--- src/rtl/core/b64e_pkg.sv ---
// shared types, constants and the symbol lookup for the base64 stream encoder
// no dependencies; used by every module of the encoder
package b64e_pkg;

	// configuration register indexes
	localparam int CfgIdxW = 1;
	localparam logic [CfgIdxW-1:0] RegWrapEnable = 1'd0;
	localparam logic [CfgIdxW-1:0] RegLineGroups = 1'd1;

	localparam int CfgDataW   = 6;
	localparam int LineCountW = 6;

	// reset values of the configuration registers
	localparam logic                  WrapEnableRst = 1'b1;
	localparam logic [LineCountW-1:0] LineGroupsRst = 6'd19;

	// special characters
	localparam logic [6:0] CharCr  = 7'd13;
	localparam logic [6:0] CharLf  = 7'd10;
	localparam logic [6:0] CharPad = 7'd61;

	// padding codes of a group
	localparam logic [1:0] PadNone = 2'd0;
	localparam logic [1:0] PadOne  = 2'd1;
	localparam logic [1:0] PadTwo  = 2'd2;

	// job queue geometry
	localparam int QueueDepth = 2;
	localparam int QueuePtrW  = 1;
	localparam int QueueCntW  = 2;

	// one group of characters to emit
	typedef struct packed {
		logic [3:0][5:0] sext;  // sext[0] is the first character
		logic [1:0]      pad;   // number of trailing '=' characters
		logic            crlf;  // line break follows the group
		logic            fin;   // group closes the message
	} job_t;

	// queue status seen by the front and the back
	typedef struct packed {
		logic full;
		logic empty;
	} q_status_t;

	// standard alphabet lookup
	function automatic logic [6:0] sym(input logic [5:0] six);
		logic [6:0] code;
		code = 7'd0;
		if (six < 6'd26) begin
			code = 7'd65 + {1'b0, six};
		end else if (six < 6'd52) begin
			code = 7'd97 + {1'b0, six} - 7'd26;
		end else if (six < 6'd62) begin
			code = 7'd48 + {1'b0, six} - 7'd52;
		end else if (six == 6'd62) begin
			code = 7'd43;
		end else begin
			code = 7'd47;
		end
		return code;
	endfunction

endpackage

--- src/rtl/core/b64e_front.sv ---
// front end: collects bytes into groups and turns each group into a job
// depends on b64e_pkg
module b64e_front (
	input  logic                           clk,
	input  logic                           arst_n,
	input  logic                           in_valid,
	output logic                           in_stall,
	input  logic [7:0]                     data_byte,
	input  logic                           final_byte,
	input  logic                           wrap_enable,
	input  logic [b64e_pkg::LineCountW-1:0] line_groups,
	input  b64e_pkg::q_status_t            q_status,
	output logic                           push,
	output b64e_pkg::job_t                 push_job
);

	typedef enum logic [1:0] {
		PH_EMPTY = 2'd0,
		PH_ONE   = 2'd1,
		PH_TWO   = 2'd2
	} phase_t;

	phase_t                          phase_q;
	logic [15:0]                     held_q;
	logic [b64e_pkg::LineCountW-1:0] line_count_q;

	logic                            accept;
	logic [7:0]                      b0;
	logic [7:0]                      b1;
	logic [b64e_pkg::LineCountW-1:0] lc_inc;
	logic                            brk;

	assign in_stall = q_status.full;
	assign accept   = in_valid && !in_stall;
	assign b0       = held_q[15:8];
	assign b1       = held_q[7:0];
	assign lc_inc   = line_count_q + 6'd1;
	assign brk      = wrap_enable && (lc_inc >= line_groups);

	// classify the byte and build the job for a finished group
	always_comb begin
		push_job      = '0;
		push_job.fin  = final_byte;
		push          = 1'b0;
		case (phase_q)
			PH_TWO: begin
				push_job.sext[0] = b0[7:2];
				push_job.sext[1] = {b0[1:0], b1[7:4]};
				push_job.sext[2] = {b1[3:0], data_byte[7:6]};
				push_job.sext[3] = data_byte[5:0];
				push_job.pad     = b64e_pkg::PadNone;
				push_job.crlf    = brk;
				push             = accept;
			end
			PH_ONE: begin
				push_job.sext[0] = b0[7:2];
				push_job.sext[1] = {b0[1:0], data_byte[7:4]};
				push_job.sext[2] = {data_byte[3:0], 2'b00};
				push_job.pad     = b64e_pkg::PadOne;
				push             = accept && final_byte;
			end
			default: begin
				push_job.sext[0] = data_byte[7:2];
				push_job.sext[1] = {data_byte[1:0], 4'b0000};
				push_job.pad     = b64e_pkg::PadTwo;
				push             = accept && final_byte;
			end
		endcase
	end

	// group collection state
	always_ff @(posedge clk or negedge arst_n) begin
		if (!arst_n) begin
			phase_q      <= PH_EMPTY;
			held_q       <= '0;
			line_count_q <= '0;
		end else if (accept) begin
			if (final_byte) begin
				phase_q      <= PH_EMPTY;
				held_q       <= '0;
				line_count_q <= '0;
			end else begin
				case (phase_q)
					PH_TWO: begin
						phase_q      <= PH_EMPTY;
						held_q       <= '0;
						line_count_q <= brk ? '0 : lc_inc;
					end
					PH_ONE: begin
						phase_q <= PH_TWO;
						held_q  <= {b0, data_byte};
					end
					default: begin
						phase_q <= PH_ONE;
						held_q  <= {data_byte, 8'h00};
					end
				endcase
			end
		end
	end

	// a job is only built when the queue has room
	a_push_room: assert property (@(posedge clk) disable iff (!arst_n)
		push |-> !q_status.full)
		else $error("front pushed into a full queue");

	// held bytes clear whenever no byte is pending
	a_held_clear: assert property (@(posedge clk) disable iff (!arst_n)
		(phase_q == PH_EMPTY) |-> (held_q == 16'h0000))
		else $error("stale held bytes with empty phase");

	// a line break only appears when wrapping is on
	a_crlf_wrap: assert property (@(posedge clk) disable iff (!arst_n)
		(push && push_job.crlf) |-> (wrap_enable && phase_q == PH_TWO))
		else $error("line break without wrapping or full group");

endmodule

--- src/rtl/core/b64e_queue.sv ---
// short job queue between the front end and the character back end
// depends on b64e_pkg
module b64e_queue (
	input  logic                clk,
	input  logic                arst_n,
	input  logic                push,
	input  b64e_pkg::job_t      push_job,
	input  logic                pop,
	output b64e_pkg::job_t      head_job,
	output b64e_pkg::q_status_t q_status
);

	b64e_pkg::job_t                 slot_q [b64e_pkg::QueueDepth];
	logic [b64e_pkg::QueuePtrW-1:0] wr_ptr_q;
	logic [b64e_pkg::QueuePtrW-1:0] rd_ptr_q;
	logic [b64e_pkg::QueueCntW-1:0] count_q;

	assign head_job       = slot_q[rd_ptr_q];
	assign q_status.full  = (count_q == b64e_pkg::QueueCntW'(b64e_pkg::QueueDepth));
	assign q_status.empty = (count_q == '0);

	// job storage
	always_ff @(posedge clk) begin
		if (push) begin
			slot_q[wr_ptr_q] <= push_job;
		end
	end

	// pointers and fill count
	always_ff @(posedge clk or negedge arst_n) begin
		if (!arst_n) begin
			wr_ptr_q <= '0;
			rd_ptr_q <= '0;
			count_q  <= '0;
		end else begin
			if (push) begin
				wr_ptr_q <= wr_ptr_q + 1'b1;
			end
			if (pop) begin
				rd_ptr_q <= rd_ptr_q + 1'b1;
			end
			case ({push, pop})
				2'b10:   count_q <= count_q + 1'b1;
				2'b01:   count_q <= count_q - 1'b1;
				default: count_q <= count_q;
			endcase
		end
	end

	// fill count never exceeds the depth
	a_count_range: assert property (@(posedge clk) disable iff (!arst_n)
		count_q <= b64e_pkg::QueueCntW'(b64e_pkg::QueueDepth))
		else $error("queue count out of range");

	// no pop from an empty queue
	a_pop_empty: assert property (@(posedge clk) disable iff (!arst_n)
		pop |-> !q_status.empty)
		else $error("pop from empty queue");

	// pointers meet whenever the queue is empty
	a_ptr_track: assert property (@(posedge clk) disable iff (!arst_n)
		q_status.empty |-> (wr_ptr_q == rd_ptr_q))
		else $error("queue pointers out of step");

endmodule

--- src/rtl/core/b64e_back.sv ---
// back end: while out_stall is low, spells each job out one character per cycle into an output register
// depends on b64e_pkg
module b64e_back (
	input  logic                clk,
	input  logic                arst_n,
	input  b64e_pkg::job_t      head_job,
	input  b64e_pkg::q_status_t q_status,
	output logic                pop,
	output logic                out_valid,
	input  logic                out_stall,
	output logic [6:0]          out_char,
	output logic                run_last,
	output logic                message_end
);

	logic [2:0] idx_q;
	logic       out_valid_q;
	logic [6:0] out_char_q;
	logic       run_last_q;
	logic       message_end_q;

	logic       advance;
	logic       is_pad;
	logic       last;
	logic [6:0] next_char;

	assign advance = !out_valid_q || !out_stall;
	assign is_pad  = ((idx_q == 3'd3) && (head_job.pad != b64e_pkg::PadNone))
	              || ((idx_q == 3'd2) && (head_job.pad == b64e_pkg::PadTwo));
	assign last    = head_job.crlf ? (idx_q == 3'd5) : (idx_q == 3'd3);
	assign pop     = advance && !q_status.empty && last;

	// character of the current position
	always_comb begin
		case (idx_q)
			3'd4:    next_char = b64e_pkg::CharCr;
			3'd5:    next_char = b64e_pkg::CharLf;
			default: next_char = is_pad ? b64e_pkg::CharPad
			                            : b64e_pkg::sym(head_job.sext[idx_q[1:0]]);
		endcase
	end

	// position counter and output register
	always_ff @(posedge clk or negedge arst_n) begin
		if (!arst_n) begin
			idx_q       <= '0;
			out_valid_q <= 1'b0;
		end else if (advance) begin
			out_valid_q <= !q_status.empty;
			if (!q_status.empty) begin
				idx_q <= last ? 3'd0 : idx_q + 3'd1;
			end
		end
	end

	// output payload
	always_ff @(posedge clk) begin
		if (advance && !q_status.empty) begin
			out_char_q    <= next_char;
			run_last_q    <= last;
			message_end_q <= last && head_job.fin;
		end
	end

	assign out_valid   = out_valid_q;
	assign out_char    = out_char_q;
	assign run_last    = run_last_q;
	assign message_end = message_end_q;

	// the position never passes the end of a group with its break
	a_idx_range: assert property (@(posedge clk) disable iff (!arst_n)
		idx_q <= 3'd5)
		else $error("character position out of range");

	// end of message always closes the run of the input
	a_end_last: assert property (@(posedge clk) disable iff (!arst_n)
		(out_valid_q && message_end_q) |-> run_last_q)
		else $error("message end without run end");

	// a job is retired exactly when its final character is loaded
	a_pop_resets: assert property (@(posedge clk) disable iff (!arst_n)
		pop |=> (idx_q == 3'd0))
		else $error("position not rewound after job");

endmodule

--- src/rtl/core/base64_stream_encoder.sv ---
// Base64 stream encoder, standard alphabet, optional CR LF line wrapping.
// A byte transaction is taken in any cycle in which the two-entry job queue has room; the
// character output runs at one character per cycle while out_stall is low, so a three-byte
// group gives four characters (six with a line break) and the sustained input rate is set
// by that one-character-per-cycle output register. The first character of a group passes
// through a queue slot and the output register after the byte that completes it.
// Configuration writes are always ready and are meant for idle periods. Depends on b64e_pkg,
// b64e_front, b64e_queue and b64e_back.
module base64_stream_encoder (
	input  logic                         clk,
	input  logic                         arst_n,
	input  logic                         in_valid,
	output logic                         in_stall,
	input  logic [7:0]                   data_byte,
	input  logic                         final_byte,
	output logic                         out_valid,
	input  logic                         out_stall,
	output logic [6:0]                   out_char,
	output logic                         run_last,
	output logic                         message_end,
	input  logic                         cfg_valid,
	output logic                         cfg_ready,
	input  logic [b64e_pkg::CfgIdxW-1:0] cfg_index,
	input  logic [b64e_pkg::CfgDataW-1:0] cfg_data
);

	logic                            wrap_enable_q;
	logic [b64e_pkg::LineCountW-1:0] line_groups_q;

	logic                            push;
	logic                            pop;
	b64e_pkg::job_t                  push_job;
	b64e_pkg::job_t                  head_job;
	b64e_pkg::q_status_t             q_status;

	assign cfg_ready = 1'b1;

	// configuration registers
	always_ff @(posedge clk or negedge arst_n) begin
		if (!arst_n) begin
			wrap_enable_q <= b64e_pkg::WrapEnableRst;
			line_groups_q <= b64e_pkg::LineGroupsRst;
		end else if (cfg_valid && cfg_ready) begin
			case (cfg_index)
				b64e_pkg::RegWrapEnable: wrap_enable_q <= cfg_data[0];
				b64e_pkg::RegLineGroups: line_groups_q <= cfg_data[b64e_pkg::LineCountW-1:0];
				default: ;
			endcase
		end
	end

	b64e_front u_front (
		.clk         (clk),
		.arst_n      (arst_n),
		.in_valid    (in_valid),
		.in_stall    (in_stall),
		.data_byte   (data_byte),
		.final_byte  (final_byte),
		.wrap_enable (wrap_enable_q),
		.line_groups (line_groups_q),
		.q_status    (q_status),
		.push        (push),
		.push_job    (push_job)
	);

	b64e_queue u_queue (
		.clk      (clk),
		.arst_n   (arst_n),
		.push     (push),
		.push_job (push_job),
		.pop      (pop),
		.head_job (head_job),
		.q_status (q_status)
	);

	b64e_back u_back (
		.clk         (clk),
		.arst_n      (arst_n),
		.head_job    (head_job),
		.q_status    (q_status),
		.pop         (pop),
		.out_valid   (out_valid),
		.out_stall   (out_stall),
		.out_char    (out_char),
		.run_last    (run_last),
		.message_end (message_end)
	);

endmodule
--- config.mk ---
export PLATFORM = sky130hd
export DESIGN_NAME = base64_stream_encoder
export DESIGN_NICKNAME = d
export VERILOG_FILES = /design/src/rtl/core/b64e_pkg.sv /design/src/rtl/core/b64e_front.sv /design/src/rtl/core/b64e_queue.sv /design/src/rtl/core/b64e_back.sv /design/src/rtl/core/base64_stream_encoder.sv
export SDC_FILE = /design/constraint.sdc
export NUM_CORES = 1
export LEC_CHECK = 0
export ABC_CLOCK_PERIOD_IN_PS = 3100
export BUFFER_PORTS_ARGS = -buffer_cell sky130_fd_sc_hd__buf_2
export CAP_MARGIN = 30
export CORE_ASPECT_RATIO = 2
export CORE_MARGIN = 2
export CORE_UTILIZATION = 55
export CTS_CLUSTER_SIZE = 8
export DETAILED_ROUTE_END_ITERATION = 16
export GPL_TIMING_DRIVEN = 0
export PLACE_DENSITY = 0.76
export SYNTH_ARGS = -nofsm -noshare
export SYNTH_HDL_FRONTEND = slang
export SYNTH_SLANG_ARGS = --single-unit
--- constraint.sdc ---
create_clock -name clk -period 3.1 [get_ports clk]
set_input_delay 0.155 -clock clk [delete_from_list [all_inputs] [get_ports clk]]
set_output_delay 0.155 -clock clk [all_outputs]
set_load 0.05 [all_outputs]
Yosys cells after proc, flatten, opt, wreduce, memory -nomap -nowiden
Memories as Yosys holds them, arrays and structs flattened.
Index checks and enable logic that the tools add are counted.

word-level totals
  register bits after elaboration = 48
  memories = 1
  word-level logic and storage cells = 93
  bits in writable memories = 56

memory list
  name            words  width  rd ports  clocked after Yosys merged registers in  write ports  RTL line          source
  u_queue.slot_q  2      28     1         0                                        1            b64e_queue.sv:13  b64e_pkg::job_t slot_q [b64e_pkg::QueueDepth];

cells by class
  order comparisons = 5
  equality and inequality tests = 12
  mux-type cells = 25
  reductions and logical operators = 23
  bitwise gates (word level) = 2
  $add $sub $neg = 11

operators with widths
  cell                                                         count
  case mux 16 bit (2 select lines)                             1
  two-way mux 6 bit                                            5
  two-way mux 7 bit                                            4
  case mux 14 bit (2 select lines)                             1
  two-way mux 16 bit                                           1
  adder 7 x 6 -> 7 bit (first input constant)                  2
  case mux 7 bit (2 select lines)                              1
  binary-select mux 6 bit (select 2 bit)                       1
  less-than comparator 6 bit (second input constant)           2
  case mux 6 bit (2 select lines)                              1
  AND reduction 2 bit                                          5
  == test 2 bit (second input constant)                        4
  logical AND 1 bit                                            8
  case mux 2 bit (2 select lines)                              2
  adder 6 x 6 -> 7 bit (first input constant)                  1
  subtractor 7 x 5 -> 7 bit (second input constant)            1
  subtractor 7 x 6 -> 7 bit (second input constant)            1
  adder 6 x 1 -> 6 bit (second input constant)                 1
  == test 3 x 2 -> 1 bit (second input constant)               2
  == test 3 bit (second input constant)                        2
  == test 6 bit (second input constant)                        1
  >= comparator 6 bit                                          1
  less-than comparator 6 x 5 -> 1 bit (second input constant)  1
  two-way mux 3 bit                                            2
  other kinds (14)                                             27

Longest topological paths before layout
Gate-level depths: netlist of the first run.
An unclocked memory read counts as a cell.

  depth after elaboration = 10
  depth in mapped cells = 11

Hierarchy
Synthesis of the first run repeated with hierarchy kept, for this count alone.

second synthesis, totals
  cell total of the unflattened synthesis = 430
  area, all modules = 5290.1 um2

by module, submodules not included
  module                 seq. area each (um2)  instances  area each (um2)  cells an instance
  b64e_queue             1781.7                1          2252.2           103
  b64e_front             600.6                 1          1594.0           188
  b64e_back              370.4                 1          1129.8           121
  base64_stream_encoder  180.2                 1          314.1            18

Worst setup path after synthesis of the first run
No wires, ideal clock.

  kind = flip-flop to flip-flop
  start point = reg u_front.phase_q[0]
  end point = mem u_queue.slot_q[0][0] (netlist bit), enable pin
  stages on the path, launching flop included = 8
  period minus slack after synthesis = 3120 ps
  data arrival time = 2707 ps
  buffers on the path = 1
  setup slack = -20 ps
  cell sequence = dfrtp_1 inv_1 ha_1 clkbuf_1 nor2_1 nor2_1 clkinv_1 nor2_1

on the way
  cells in the longest elaborated chain, start to end = 4

ends and longest elaborated chain
  item                                     RTL line          source
  start: declaration                       b64e_front.sv:23  phase_t phase_q;
  start signal: assignment                 b64e_front.sv:74  phase_q <= PH_EMPTY;
  start signal: assignment                 b64e_front.sv:79  phase_q <= PH_EMPTY;
  start signal: assignment                 b64e_front.sv:85  phase_q <= PH_EMPTY;
  == test 2 bit                            b64e_front.sv:45  case (phase_q)
  two-way mux 1 bit                        --
  two-way mux 1 bit                        b64e_queue.sv:24  if (push) begin
  two-way mux 1 bit (implied by the code)  b64e_queue.sv:25  slot_q[wr_ptr_q] <= push_job;
  end: declaration                         b64e_queue.sv:13

Every way passes these cells.

Final worst setup path of the first run
  start point = reg u_front.phase_q[0]
  end point = mem u_queue.slot_q[0][10] (netlist bit), enable pin

The elaborated chain is that of the path after synthesis.

==> results of run 1 <==
## critical path, stage by stage, from the launching register on
cell,delay (ns)
sky130_fd_sc_hd__dfrtp_1,0.43
sky130_fd_sc_hd__inv_1,0.08
sky130_fd_sc_hd__ha_1,0.14
sky130_fd_sc_hd__clkbuf_1,0.36
sky130_fd_sc_hd__nor2_1,0.09
sky130_fd_sc_hd__nor2_1,0.40
sky130_fd_sc_hd__clkinv_1,0.41
sky130_fd_sc_hd__nor2_2,0.55
sky130_fd_sc_hd__buf_8,0.26
## metal layers
layer | track usage [%] | part of all wire, % | up-vias
met5 | 0 | 0 | -
met4 | 17.5 | 6.5 | 0
met3 | 4.72 | 4.1 | 47
met2 | 40.6 | 55 | 113
met1 | 21.5 | 34 | 1664
li1 | - | - | 1646
## per-stage QoR
step | power [mW] | setup TNS [ns] | cell area [sq um] | instances
floorplan | 4.52 | -1.10 | 5140 | 431
CTS | 6.44 | 0 | 5760 | 583
global route | 6.82 | -5.37 | 5770 | 583
detailed placement | 5.30 | 0 | 5460 | 566
finish | 6.46 | 0 | 5770 | 583
global placement | 5.15 | -52.59 | 5420 | 564
## area by class of cell
| cell class | count | share of cell area, % |
|---|---|---|
| multi-input combinational | 287 | 35.4 |
| tap | 102 | 2.21 |
| clock buffer | 10 | 3.97 |
| buffer | 19 | 1.65 |
| inverter | 21 | 1.37 |
| clock inverter | 6 | 1.17 |
| sequential | 104 | 50.8 |
| timing repair buffer | 34 | 3.38 |
## power by group through the flow
stage               sequential [mW]  combinational, mW  clock (mW)
floorplan                      2.41               2.10           0
global placement               2.22               2.93           0
detailed placement             2.24               3.06           0
CTS                            2.22               3.08        1.14
global route                   2.25               3.39        1.18
finish                         2.22               3.12        1.12
## what timing repair did
action	CTS	global route
gates resized for setup	0	2
setup buffers	0	0
endpoints found under the hold margin	35	0
endpoints found under the setup margin	0	42
hold buffers	1	0
## cell families after synthesis
family / count (synthesis) / share of synthesized area [%]
AO/OA/AOI/OAI: 80 / 9.52
adder cells (fa/ha/maj): 21 / 5.11
other: 1 / 0.0730
flip-flops: 104 / 57.1
buffers and inverters: 40 / 3.38
AND/OR/NAND/NOR: 142 / 12.8
XOR/XNOR: 11 / 1.87
multiplexers: 32 / 10.2
## Yosys cell counts, types with 3 or more instances
cell type / count
sky130_fd_sc_hd__nand2_1: 68
sky130_fd_sc_hd__edfxtp_1: 65
sky130_fd_sc_hd__o21ai_0: 38
sky130_fd_sc_hd__dfrtp_1: 35
sky130_fd_sc_hd__nor2_1: 26
sky130_fd_sc_hd__ha_1: 21
sky130_fd_sc_hd__inv_1: 16
sky130_fd_sc_hd__clkbuf_1: 12
sky130_fd_sc_hd__mux4_2: 12
sky130_fd_sc_hd__nand3_1: 11
sky130_fd_sc_hd__xnor2_1: 10
sky130_fd_sc_hd__mux2_2: 9
sky130_fd_sc_hd__a21oi_1: 8
sky130_fd_sc_hd__a22oi_1: 8
sky130_fd_sc_hd__and2_1: 8
sky130_fd_sc_hd__mux2i_1: 7
sky130_fd_sc_hd__nand2b_1: 5
sky130_fd_sc_hd__nand4_1: 5
sky130_fd_sc_hd__buf_4: 4
sky130_fd_sc_hd__dfstp_2: 4
sky130_fd_sc_hd__inv_2: 4
sky130_fd_sc_hd__nand3b_1: 4
sky130_fd_sc_hd__nor2b_1: 4
sky130_fd_sc_hd__o211ai_1: 4
sky130_fd_sc_hd__mux2i_4: 3
sky130_fd_sc_hd__o2111ai_1: 3
sky130_fd_sc_hd__o31ai_1: 3
sky130_fd_sc_hd__or2_2: 3
## state kept, by name, summed over array words and instances, names as in the netlist, 2 cells and up
register,count
u_queue.slot_q,56
u_front.held_q,16
u_back.out_char,7
line_groups_q,6
u_front.line_count_q,6
u_back.idx_q,3
u_front.phase_q,2
u_queue.count_q,2
## worst paths after layout
check	startpoint	endpoint	slack [ns]	depth (start not counted)
worst min register to register	u_front.held_q[10]$_DFFE_PN0P_	u_front.held_q[10]$_DFFE_PN0P_	0.48	2
worst min-delay path	out_stall	u_back.out_valid$_DFFE_PN0N_	0.006	3
worst max-delay path	u_front.phase_q[0]$_DFFE_PN0P_	u_queue.slot_q[0][10]$_DFFE_PP_	0.07	8
worst max register to register	u_front.phase_q[0]$_DFFE_PN0P_	u_queue.slot_q[0][10]$_DFFE_PP_	0.07	8
max in group asynchronous	arst_n	u_front.held_q[8]$_DFFE_PN0P_	2.06	2
min in group asynchronous	arst_n	u_back.out_valid$_DFFE_PN0N_	0.48	2
==> run summary, run 1 <==
The congestion estimate from routability-driven global placement came to 0.828. For the pin with the worst max-slew slack, the measured transition is 0.888 ns. Via count normalized by instance count: 5.95. STA classifies the critical path endpoint as a register. The worst-case IR drop observed on VDD is 0.674 mV. 33 I/O pins were placed. Post-synthesis cell area: 5140 sq um. The mean routed wirelength per cell was 18.3 um; the max-slew violation count was 0. The synthesized design devotes to its leading area cell type 38.0% of total area. The run gives 0 as the number of max-cap violations.

Global routing consumed, over all layers together, 22.7% of the routing resources. TritonCTS built the clock tree. The pin count of the biggest net entering global routing was 40; the count of warnings emitted by yosys was 0.

After layout, the worst setup slack is 0.0682 ns. For the final count of negative-setup-slack endpoints, the log shows 0. The number of nets handed over by synthesis was 473. The final critical path takes up 97.8% of the cycle. The proportion of power drawn by the clock network was 17.3%; the number of synthesized register bits was 104. STA classifies the critical path startpoint as a register. The area of the core region is 9010 sq um. The data arrival at the endpoint of the critical path is 3.08 ns, and the net switching share of the total power is 41.2%.

The die span in x is 72.4 um, and the iteration count of the initial detailed-routing pass is 4. The path class of the tightest hold or removal check is primary input to register. Yosys attributes the largest share of cell area to sky130_fd_sc_hd__edfxtp_1 (38%), sky130_fd_sc_hd__dfrtp_1 (17%), sky130_fd_sc_hd__mux4_2 (5.3%). The number of buffers added by the clock tree synthesis step was 9. For this run, the leading register cell type out of synthesis is sky130_fd_sc_hd__edfxtp_1.

The post-synthesis average cell area is 11.9 sq um. The placed wire-length estimate came out at 8000 um. Compared with the post-synthesis result, the final layout area differs by 12.2%. The logs give 0 for the final global-route overflow total and 662 for the number of fill cells in the layout. Reported net switching power: 2.66 mW.

The tools report the initial antenna violation count as 0. The area taken by multi-input logic gates is 2040 sq um, and the total die area is 10,200 sq um. The logs give 0 for the count of endpoints failing hold in the final timing report and 2930 sq um for the sequential cell area in the final layout. The repair_antennas step left the layout with diodes totalling 0. Share of the core filled with cells: 64.0%. Root buffer cell: sky130_fd_sc_hd__clkbuf_16. The critical-path maximum fanout was 19.

The final critical delay including setup and external delays is 3.03 ns. The run gives 57.0% as the initial cell density of the core. Leaving out fill and tap cells, the most frequent cell in the layout is sky130_fd_sc_hd__nand2_1.

The number of standard cells after synthesis was 431; the portion of total power attributed to combinational logic was 48.3%. The clock transition at the registers of the reported paths was 0.07 ns. The logs give 518 for the final layout net count and 0.330 GHz for the achievable clock frequency. The critical path is of the register to register type. Of the cells placed in the final design, the portion with a size suffix greater than 1 is 20.0%.

The clock reaches the later pin of the worst-skew pair after 0.35 ns. Port buffering added 31 buffers. The count of nets left with antenna violations once routing finished came out at 0. On the final layout, the worst hold slack is 0.00643 ns. The clock tree synthesis step divided the H-tree into 3 levels. On the final layout, the worst clock skew is 0.00551 ns. The largest area contributor in the netlist was sky130_fd_sc_hd__edfxtp_1. The first global-routing pass estimated 17,200 um of wire.

Wire length reported by the detailed router: 10,700 um. For this run, asynchronously set or reset flops after synthesis account for 37.5%. For the portion of the post-synthesis area used by sequential elements, the log shows 57.1%. In this run the tightest slew margin relative to its limit is 40.8%. The run finished with clean final reports. Leaving out fill and tap cells, the most frequent cells in the layout are sky130_fd_sc_hd__nand2_1 (68), sky130_fd_sc_hd__edfxtp_1 (65), sky130_fd_sc_hd__o21ai_0 (38).

STA puts the critical path data required time at 3.15 ns. Counting every sink on the clock net gives 104. The run gives 147 as the iteration-0 DRC count of the detailed router. Yosys mapped the design onto 51 distinct sky130hd cell types. For the remaining design rule violation count, the log shows 0. Setup repair after global routing could not meet its margin everywhere. In this run, flip-flops and latches consume 34.3% of the power. Timing analysis after detailed placement gives a worst setup slack of 0.0537 ns.

In this run the power density over the cells is 1120 nW/um^2. Counting flops with a built-in enable in the synthesized netlist gives 65. For the leakage power of the design, the log shows 2.25 nW. Cell internal power was estimated by the tool at 3.80 mW. The detailed router placed 3,470 vias in this run.

The tools report the number of global-route vias before repair as 3,625. In this run the core area contains 49 standard-cell rows. The y dimension of the die is 141 um, and the deepest clock path buffer count is 2.
No activity file was read; power rests on OpenSTA's default activity.
==> inputs of run 2 (changes only) <==
MAX_ROUTING_LAYER = met4   (was default)
REMOVE_ABC_BUFFERS = 1   (was default)
==> run 2 against run 1 <==
Compared with the run above: highest routed layer unchanged; clock power increased by 4%; global-route usage is 0.20 points higher; wire length decreased by 3.4%; sequential power grew 2%; count of clock-buffer cells in the layout stayed put; first-iteration DRC count increased by 25%; largest power group unchanged; maximum frequency is 5.4% higher.
==> run summary, run 2 (synthesized netlist as in run 1, its figures left out) <==
The first-pass GRT wire length is 17,100 um (-1.0%), and the register-to-register path setup slack is 0.22 ns (+0.16 ns). The relative contribution of sequential cells to total power is 35.2% (+0.9 points), and the iteration-0 DRC count of the detailed router is 184 (+25%). The worst setup path is of the register to register kind.

The number of placed cells counting well taps was 549 (-3.0%); the flip-flop count of the largest register, all copies and words added was 56 (unchanged). The number of buffers added by the clock tree synthesis step came out at 9 (unchanged). The power density over the cells is 1120 nW/um^2 (-0.20%), and the initial cell density of the core is 57.0% (unchanged). The tools report the global-route usage over all layers as 22.9% (+0.20 points). The final count of negative-setup-slack endpoints came out at 0 (unchanged). The run gives 2.98 ns (-0.10 ns) as the data arrival at the endpoint of the critical path. The area of the core region is 9010 sq um (unchanged), and the clock latency at the later pin of the worst-skew pair is 0.35 ns (about the same). The required time reported for the critical path endpoint is 3.20 ns (+0.05 ns), and the number of antenna-violating nets in the routed design is 0 (unchanged).

Headroom to the max-slew limit: 40.9% (+0.058 points). The port buffer count is 31 (unchanged). The clock sink count came out at 104 (unchanged). Slew at the pin closest to its max-slew limit: 0.863 ns (-0.0255 ns).

u_queue.slot_q holds more flip-flops than any other register. The tools report the number of fill cells in the layout as 670 (+1.2%). The sort of element at the start of the critical path was a register. The post-route total power was 6.43 mW (-0.40%); the final weighted congestion in routability-driven placement was 0.930 (+12%).

The max-slew violation count was 0 (unchanged); the placed wire-length estimate was 7440 um (-7.0%). For the worst setup slack before clock tree synthesis, the log shows -0.0432 ns (-0.0970 ns). TritonCTS built the clock tree.

Mean routed wirelength per cell: 18.1 um (-1.0%). CTS placed an instance of sky130_fd_sc_hd__clkbuf_16 at the clock tree root. The cell internal power dissipation is 3.82 mW (+0.52%). The flow ran to the end, and the final reports show no timing, DRC or antenna violations. The sequential cell area in the final layout came out at 2940 sq um (about the same). The worst clock skew is 0.00980 ns (+0.00429 ns). The worst setup path is captured at a register. The logs give 3 (unchanged) for the CTS H-tree depth and 18.0% (+0.7 points) for the proportion of power drawn by the clock network. The y dimension of the die is 141 um (unchanged). For the I/O pin count, the log shows 33 (unchanged). The most common library cell in the layout ignoring fill and taps was sky130_fd_sc_hd__nand2_1. The clock transition at the registers of the reported paths is 0.07 ns (about the same). Setup repair after global routing left no endpoint under its margin. The critical-path maximum fanout was 20 (+1); the number of diodes added for antenna fixing was 0 (unchanged).

Portion of total power attributed to combinational logic: 46.8% (-1.5 points). The deepest clock path buffer count was 2 (unchanged); the final layout net count was 504 (-2.7%). The via total after detailed routing is 3,361 (-3.1%). The share of the core filled with cells was 63.9% (-0.12 points); the non-filler instance count after layout was 569 (-2.4%). The tools report the area taken by multi-input logic gates as 2060 sq um (+0.80%). The tools report the number of max-cap violations as 0 (unchanged). The via count normalized by instance count is 5.91 (-0.76%).

Reported net switching power: 2.62 mW (-1.7%). The number of rows created at floorplan was 49 (unchanged). The final critical-path share of the clock period is 92.8% (-5.0 points). The net switching share of the total power is 40.7% (-0.54 points), and the leakage power of the design is 2.24 nW (-0.40%). The number of global-route vias before repair is 3,608 (-0.47%), and the total die area is 10,200 sq um (unchanged). Die span in x: 72.4 um (unchanged). Slack of the critical path: 0.224 ns (+0.156 ns). The final global-route overflow total was 0 (unchanged); the final critical delay including setup and external delays was 2.88 ns (-0.156 ns). The run gives 10,300 um (-3.4%) as the wire length reported by the detailed router.

For the maximum ir drop on the vdd rail, the log shows 0.624 mV (-7.5%). The post-route setup TNS is 0 ns (unchanged). The initial antenna violation count is 0 (unchanged), and the count of endpoints failing hold in the final timing report is 0 (unchanged). The pin count of the biggest net entering global routing came out at 40 (unchanged). The remaining design rule violation count is 0 (unchanged), and the achievable clock frequency is 0.348 GHz (+5.4%). The share of final-layout standard cells stronger than drive strength 1 was 20.6% (+0.60 points). In the layout the commonest cells are sky130_fd_sc_hd__nand2_1 (68), sky130_fd_sc_hd__edfxtp_1 (65), sky130_fd_sc_hd__o21ai_0 (37). The layout overhead on the synthesized area was 12.0%. The iteration count of the initial detailed-routing pass came out at 4 (unchanged).

The tightest min-delay check is of the primary input to register type.
==> run 2: critical path, cell delays in order (launching register included) <==
cell and delay, ns:
sky130_fd_sc_hd__dfrtp_2 0.45, sky130_fd_sc_hd__buf_16 0.19, sky130_fd_sc_hd__mux4_2 0.56, sky130_fd_sc_hd__mux2i_4 0.27, sky130_fd_sc_hd__inv_2 0.10, sky130_fd_sc_hd__ha_1 0.26
sky130_fd_sc_hd__a21oi_1 0.22, sky130_fd_sc_hd__o21a_1 0.23, sky130_fd_sc_hd__nor4_1 0.09, sky130_fd_sc_hd__a211o_1 0.25
==> run 2: per-stage QoR <==
| step | cell area, sq um | hold slack (ns) |
|---|---|---|
| 6_report | 5760 | 0.0294 |
| 2_1_floorplan | 5040 | -0.141 |
| 5_1_grt | 5760 | 0.0297 |
| 3_3_place_gp | 5330 | 0.319 |
| 3_5_place_dp | 5400 | 0.327 |
| 4_1_cts | 5710 | 0.0247 |
==> run 2: what timing repair did <==
item,4_1_cts,5_1_grt
buffers inserted,0,3
endpoints found under the hold margin,35,0
gates cloned,0,0
resized for setup,1,5
setup endpoints to repair,1,42
hold buffers,1,0
==> run 2: cell type report <==
| class | count | share of cell area [%] |
|---|---|---|
| timing repair buffer | 39 | 4.39 |
| clock inverter | 6 | 1.30 |
| clock buffer | 10 | 3.98 |
| tap | 102 | 2.22 |
| inverter | 21 | 1.37 |
| multi-input combinational | 287 | 35.8 |
| sequential | 104 | 51.0 |
==> run 2: layer usage <==
| metal | vias up | share of wire (%) | GRT usage [%] |
|---|---|---|---|
| met3 | 32 | 2.8 | 3.43 |
| li1 | 1611 | - | - |
| met1 | 1633 | 37 | 23.5 |
| met5 | - | 0 | - |
| met4 | 0 | 4.5 | 14.1 |
| met2 | 85 | 56 | 39.7 |
==> run 2: power by group through the flow <==
stage	clock, mW	sequential, mW	combinational (mW)
floorplan	0	2.48	1.95
global placement	0	2.32	2.70
detailed placement	0	2.29	2.90
CTS	1.18	2.27	2.93
global route	1.23	2.30	3.30
finish	1.16	2.26	3.01
==> run 2: path summary, 6_finish.rpt <==
| check | startpoint | end | depth (start not counted) |
|---|---|---|---|
| worst max-delay path | u_queue.rd_ptr_q$_DFFE_PN0P_ | u_back.out_char[1]$_DFFE_PP_ | 9 |
| worst min-delay path | out_stall | u_back.out_valid$_DFFE_PN0N_ | 3 |
| worst max register to register | u_queue.rd_ptr_q$_DFFE_PN0P_ | u_back.out_char[1]$_DFFE_PP_ | 9 |
| worst min register to register | u_front.held_q[6]$_DFFE_PN0P_ | u_front.held_q[6]$_DFFE_PN0P_ | 2 |
| max in group asynchronous | arst_n | u_queue.rd_ptr_q$_DFFE_PN0P_ | 2 |
| min in group asynchronous | arst_n | u_front.line_count_q[0]$_DFFE_PN0P_ | 2 |
==> inputs of run 3 (changes only) <==
ABC_AREA = 1   (was default)
SKIP_LAST_GASP = 1   (was default)
==> run 3 against run 2 <==
Compared with the run above: power grew 4.1%; global-route usage grew 1.2 points; critical endpoint is now u_queue.slot_q[0][16]$_DFFE_PP_; maximum frequency grew 4.8%; core utilization shrank 1.6 points; final cell count grew 31%; worst setup slack gained 0.13 ns; worst hold slack lost 0.010 ns; non-clock buffer count shrank 2; via count grew 18%; wire length grew 13%; cell area grew 4.2%; sequential power is essentially flat.
==> run summary, run 3 <==
The run finished with clean final reports. Slack of the critical path: 0.355 ns (+0.131 ns). The tools report the endpoint class of the critical path as a register. Walking the worst path, the cells encountered are inv_1, ha_1, inv_1, a21oi_1, inv_1, nor2_2, buf_8. The number of standard cells after synthesis was 580 (+35%); the total cell area at the placement stage was 5680 sq um (+5.2%).

The power density over the cells is 1120 nW/um^2 (-0.14%), and the final count of negative-setup-slack endpoints is 0 (unchanged). The post-synthesis average cell area is 9.33 sq um (-22%). The worst hold path begins at final_byte. The dominant delay contributor by cell family on the critical path was buffers and inverters. The worst clock skew was 0.00937 ns (-0.000435 ns). The mean routed wirelength per cell was 15.6 um (-14%). The die span in x works out to 74.2 um (+2.5%). For the final weighted congestion in routability-driven placement, the log shows 0.889 (-4.4%). Global-route usage over all layers: 24.1% (+1.2 points). The initial antenna violation count was 0 (unchanged); the final critical-path share of the clock period was 88.5% (-4.2 points). The critical-path maximum fanout was 19 (-5.0%).

The deepest clock path buffer count was 2 (unchanged); the number of buffers added by the clock tree synthesis step was 9 (unchanged). The number of synthesized register bits is 104 (unchanged). u_queue.slot_q holds more flip-flops than any other register.

The initial cell density of the core is 56.2% (-0.84 points), and the remaining design rule violation count is 0 (unchanged). The length in cells of the worst reg-to-reg path was 7 (-2). The maximum ir drop on the vdd rail came out at 0.554 mV (-11%). In the layout the commonest cells are sky130_fd_sc_hd__nand2_1 (123), sky130_fd_sc_hd__inv_1 (107), sky130_fd_sc_hd__edfxtp_1 (65). The register-to-register path setup slack was 0.36 ns (+0.13 ns); the tightest hold margin was 0.0191 ns (-0.0103 ns). The I/O pin count was 33 (unchanged). The achievable clock frequency is 0.364 GHz (+4.8%), and the final global-route overflow total is 0 (unchanged). The port buffer count came out at 31 (unchanged). The placed wire-length estimate came out at 8850 um (+19%). Commonest register cell after synthesis: sky130_fd_sc_hd__edfxtp_1. The worst hold path cell count came out at 1 (-2).

The run gives 214 (+16%) as the iteration-0 DRC count of the detailed router. The cell with the largest stage delay on the worst path was sky130_fd_sc_hd__nor2_2. The final design instance area without fill is 6000 sq um (+4.2%), and the final critical delay including setup and external delays is 2.74 ns (-0.131 ns). The worst setup path is launched from a register.

For the post-route total power, the log shows 6.70 mW (+4.1%). The y dimension of the die came out at 144 um (+2.6%). The area growth from synthesis to layout is 10.9%. The CTS H-tree depth came out at 3 (unchanged). Share of final-layout standard cells stronger than drive strength 1: 15.4% (-5.1 points). The required time reported for the critical path endpoint is 3.14 ns (-0.06 ns), and the headroom to the max-slew limit is 40.7% (-0.11 points). The logs give 18,700 um (+9.7%) for the first-pass GRT wire length and 10,700 sq um (+5.1%) for the total die area.

Final layout net count: 653 (+30%). The share of flip-flops with an asynchronous set or reset after synthesis is 37.5% (unchanged), and the area of the core region is 9640 sq um (+6.9%). For the pin count of the biggest net entering global routing, the log shows 40 (unchanged). The run gives 36 (-29%) as the number of library cell types mapped by synthesis. The clock transition at the registers of the reported paths was 0.07 ns (about the same); the post-route setup TNS was 0 ns (unchanged).

The tools report the count of warnings emitted by yosys as 0 (unchanged). Setup repair after global routing left no endpoint under its margin. For the number of antenna-violating nets in the routed design, the log shows 0 (unchanged). The via count normalized by instance count is 5.32 (-9.9%).

Of all cell types, the one taking the most synthesized area is sky130_fd_sc_hd__edfxtp_1. Critical path's largest stage delay: 0.50 ns (-0.06 ns). Most frequent cell after synthesis: sky130_fd_sc_hd__nand2_1. For the max-slew violation count, the log shows 0 (unchanged).

The clock sink count was 104 (unchanged). The leakage power of the design is 2.83 nW (+26%). The worst setup slack before clock tree synthesis came out at 0.206 ns (+0.249 ns). The most common library cell in the layout ignoring fill and taps is sky130_fd_sc_hd__nand2_1. The endpoint of the most critical register-to-register path is u_queue.slot_q[0][16]$_DFFE_PP_. The buffers plus inverters on the worst setup path was 4 (+2). The count of endpoints failing hold in the final timing report is 0 (unchanged).

In the post-synthesis netlist, the biggest area contributors are sky130_fd_sc_hd__edfxtp_1 (36%), sky130_fd_sc_hd__dfrtp_1 (16%), sky130_fd_sc_hd__nand2_1 (8.5%). The portion of the post-synthesis area used by sequential elements came out at 54.2% (-2.9 points). The number of max-cap violations was 0 (unchanged); the number of enable-type register cells in the synthesized netlist was 65 (unchanged).

The number of diodes added for antenna fixing is 0 (unchanged). The via total after detailed routing is 3,981 (+18%). Ranked by instance count, the synthesized netlist is headed by sky130_fd_sc_hd__nand2_1 (123), sky130_fd_sc_hd__inv_1 (107), sky130_fd_sc_hd__edfxtp_1 (65). The number of global-route vias before repair was 4,086 (+13%); the number of buffers inserted by post-CTS setup repair was 0 (unchanged). Counting stages on the worst path, the most repeated cell is sky130_fd_sc_hd__inv_1.

The iteration count of the initial detailed-routing pass was 5 (+1). The fraction of synthesized cell area taken by the top area cell type is 36.1% (-1.9 points), and the flip-flop count of the largest register, all copies and words added is 56 (unchanged). The tools report the root buffer cell as sky130_fd_sc_hd__clkbuf_16.

Endpoint of the worst hold-timing path: u_queue.slot_q[0][0]$_DFFE_PP_. In this run the critical register-to-register path is launched from u_front.phase_q[0]$_DFFE_PN0P_. The run gives 2.79 ns (-0.19 ns) as the data arrival at the endpoint of the critical path.

TritonCTS built the clock tree. The tools report the wire length reported by the detailed router as 11,700 um (+13%). The critical path in this run is classified as register to register. The run gives 51 (+4.1%) as the number of rows created at floorplan. Worst min-delay path category: primary input to register.

The tools report the clock latency at the later pin of the worst-skew pair as 0.34 ns (about the same). The post-synthesis cell area is 5410 sq um (+5.3%). The slew at the pin closest to its max-slew limit is 0.889 ns (+0.0263 ns).
==> run 3: metrics by stage <==
stage | util, % | cells
3_3_place_gp | 58.3 | 726
2_1_floorplan | - | 563
3_5_place_dp | 58.9 | 729
6_report | 62.3 | 748
5_1_grt | 62.3 | 748
4_1_cts | 62.2 | 747
==> run 3: timing repair <==
| item | CTS | global route |
|---|---|---|
| hold buffers | 2 | 0 |
| setup endpoints to repair | 0 | 3 |
| endpoints found under the hold margin | 36 | 0 |
| resized for setup | 0 | 1 |
==> run 3: cells by family after synthesis <==
| kind of cell | share of synthesized area [%] |
|---|---|
| xor gates and xnor gates | 1.78 |
| adders and majority gates | 4.85 |
| and+or+nand+nor | 20.6 |
| other | 0.0693 |
| DFF | 54.2 |
| buffers and inverters | 10.2 |
| AOI/OAI and AO/OA | 8.39 |
==> run 3: power breakdown <==
| part | internal, mW | switching [mW] |
|---|---|---|
| clock | 0.632 | 0.503 |
| combinational | 1.03 | 2.29 |
| sequential | 2.00 | 0.238 |
==> run 3: area by class of cell <==
cell class | instances | area [sq um]
clock buffers | 10 | 229
clock inverters | 6 | 66.3
fillers | 778 | 3630
inverters | 115 | 432
multi-input cells | 344 | 1940
flip-flops and latches | 104 | 2930
well taps | 132 | 165
repair buffers | 37 | 240
==> run 3: worst max path at each step <==
stage	to	slack, ns	depth (start not counted)	startpoint
floorplan	u_queue.slot_q[0][0]$_DFFE_PP_	0.22	6	u_front.phase_q[0]$_DFFE_PN0P_
global placement	u_queue.slot_q[1][26]$_DFFE_PP_	-0.64	6	u_front.phase_q[0]$_DFFE_PN0P_
detailed placement	u_back.out_char[2]$_DFFE_PP_	0.21	13	u_back.idx_q[0]$_DFFE_PN0P_
CTS	u_back.out_char[2]$_DFFE_PP_	0.18	13	u_back.idx_q[0]$_DFFE_PN0P_
global route	u_queue.slot_q[0][4]$_DFFE_PP_	0.15	7	u_front.phase_q[0]$_DFFE_PN0P_
finish	u_queue.slot_q[0][16]$_DFFE_PP_	0.36	7	u_front.phase_q[0]$_DFFE_PN0P_
==> run 3: worst reg2reg max path: cells and delay by family, from the launching register on <==
family / cells / cell delay, ns
AO/OA/AOI/OAI: 1 / 0.41
adder cells (fa/ha/maj): 1 / 0.41
buffers and inverters: 4 / 0.72
flip-flops: 1 / 0.41
AND/OR/NAND/NOR: 1 / 0.50
==> run 3: layer usage <==
metal | GRT usage (%) | part of all wire (%) | vias to the layer above
met2 | 45.3 | 60 | 95
met4 | 13.4 | 4.1 | 0
met3 | 3.28 | 2.3 | 33
met1 | 22.3 | 34 | 1901
li1 | - | - | 1952
met5 | - | 0 | -
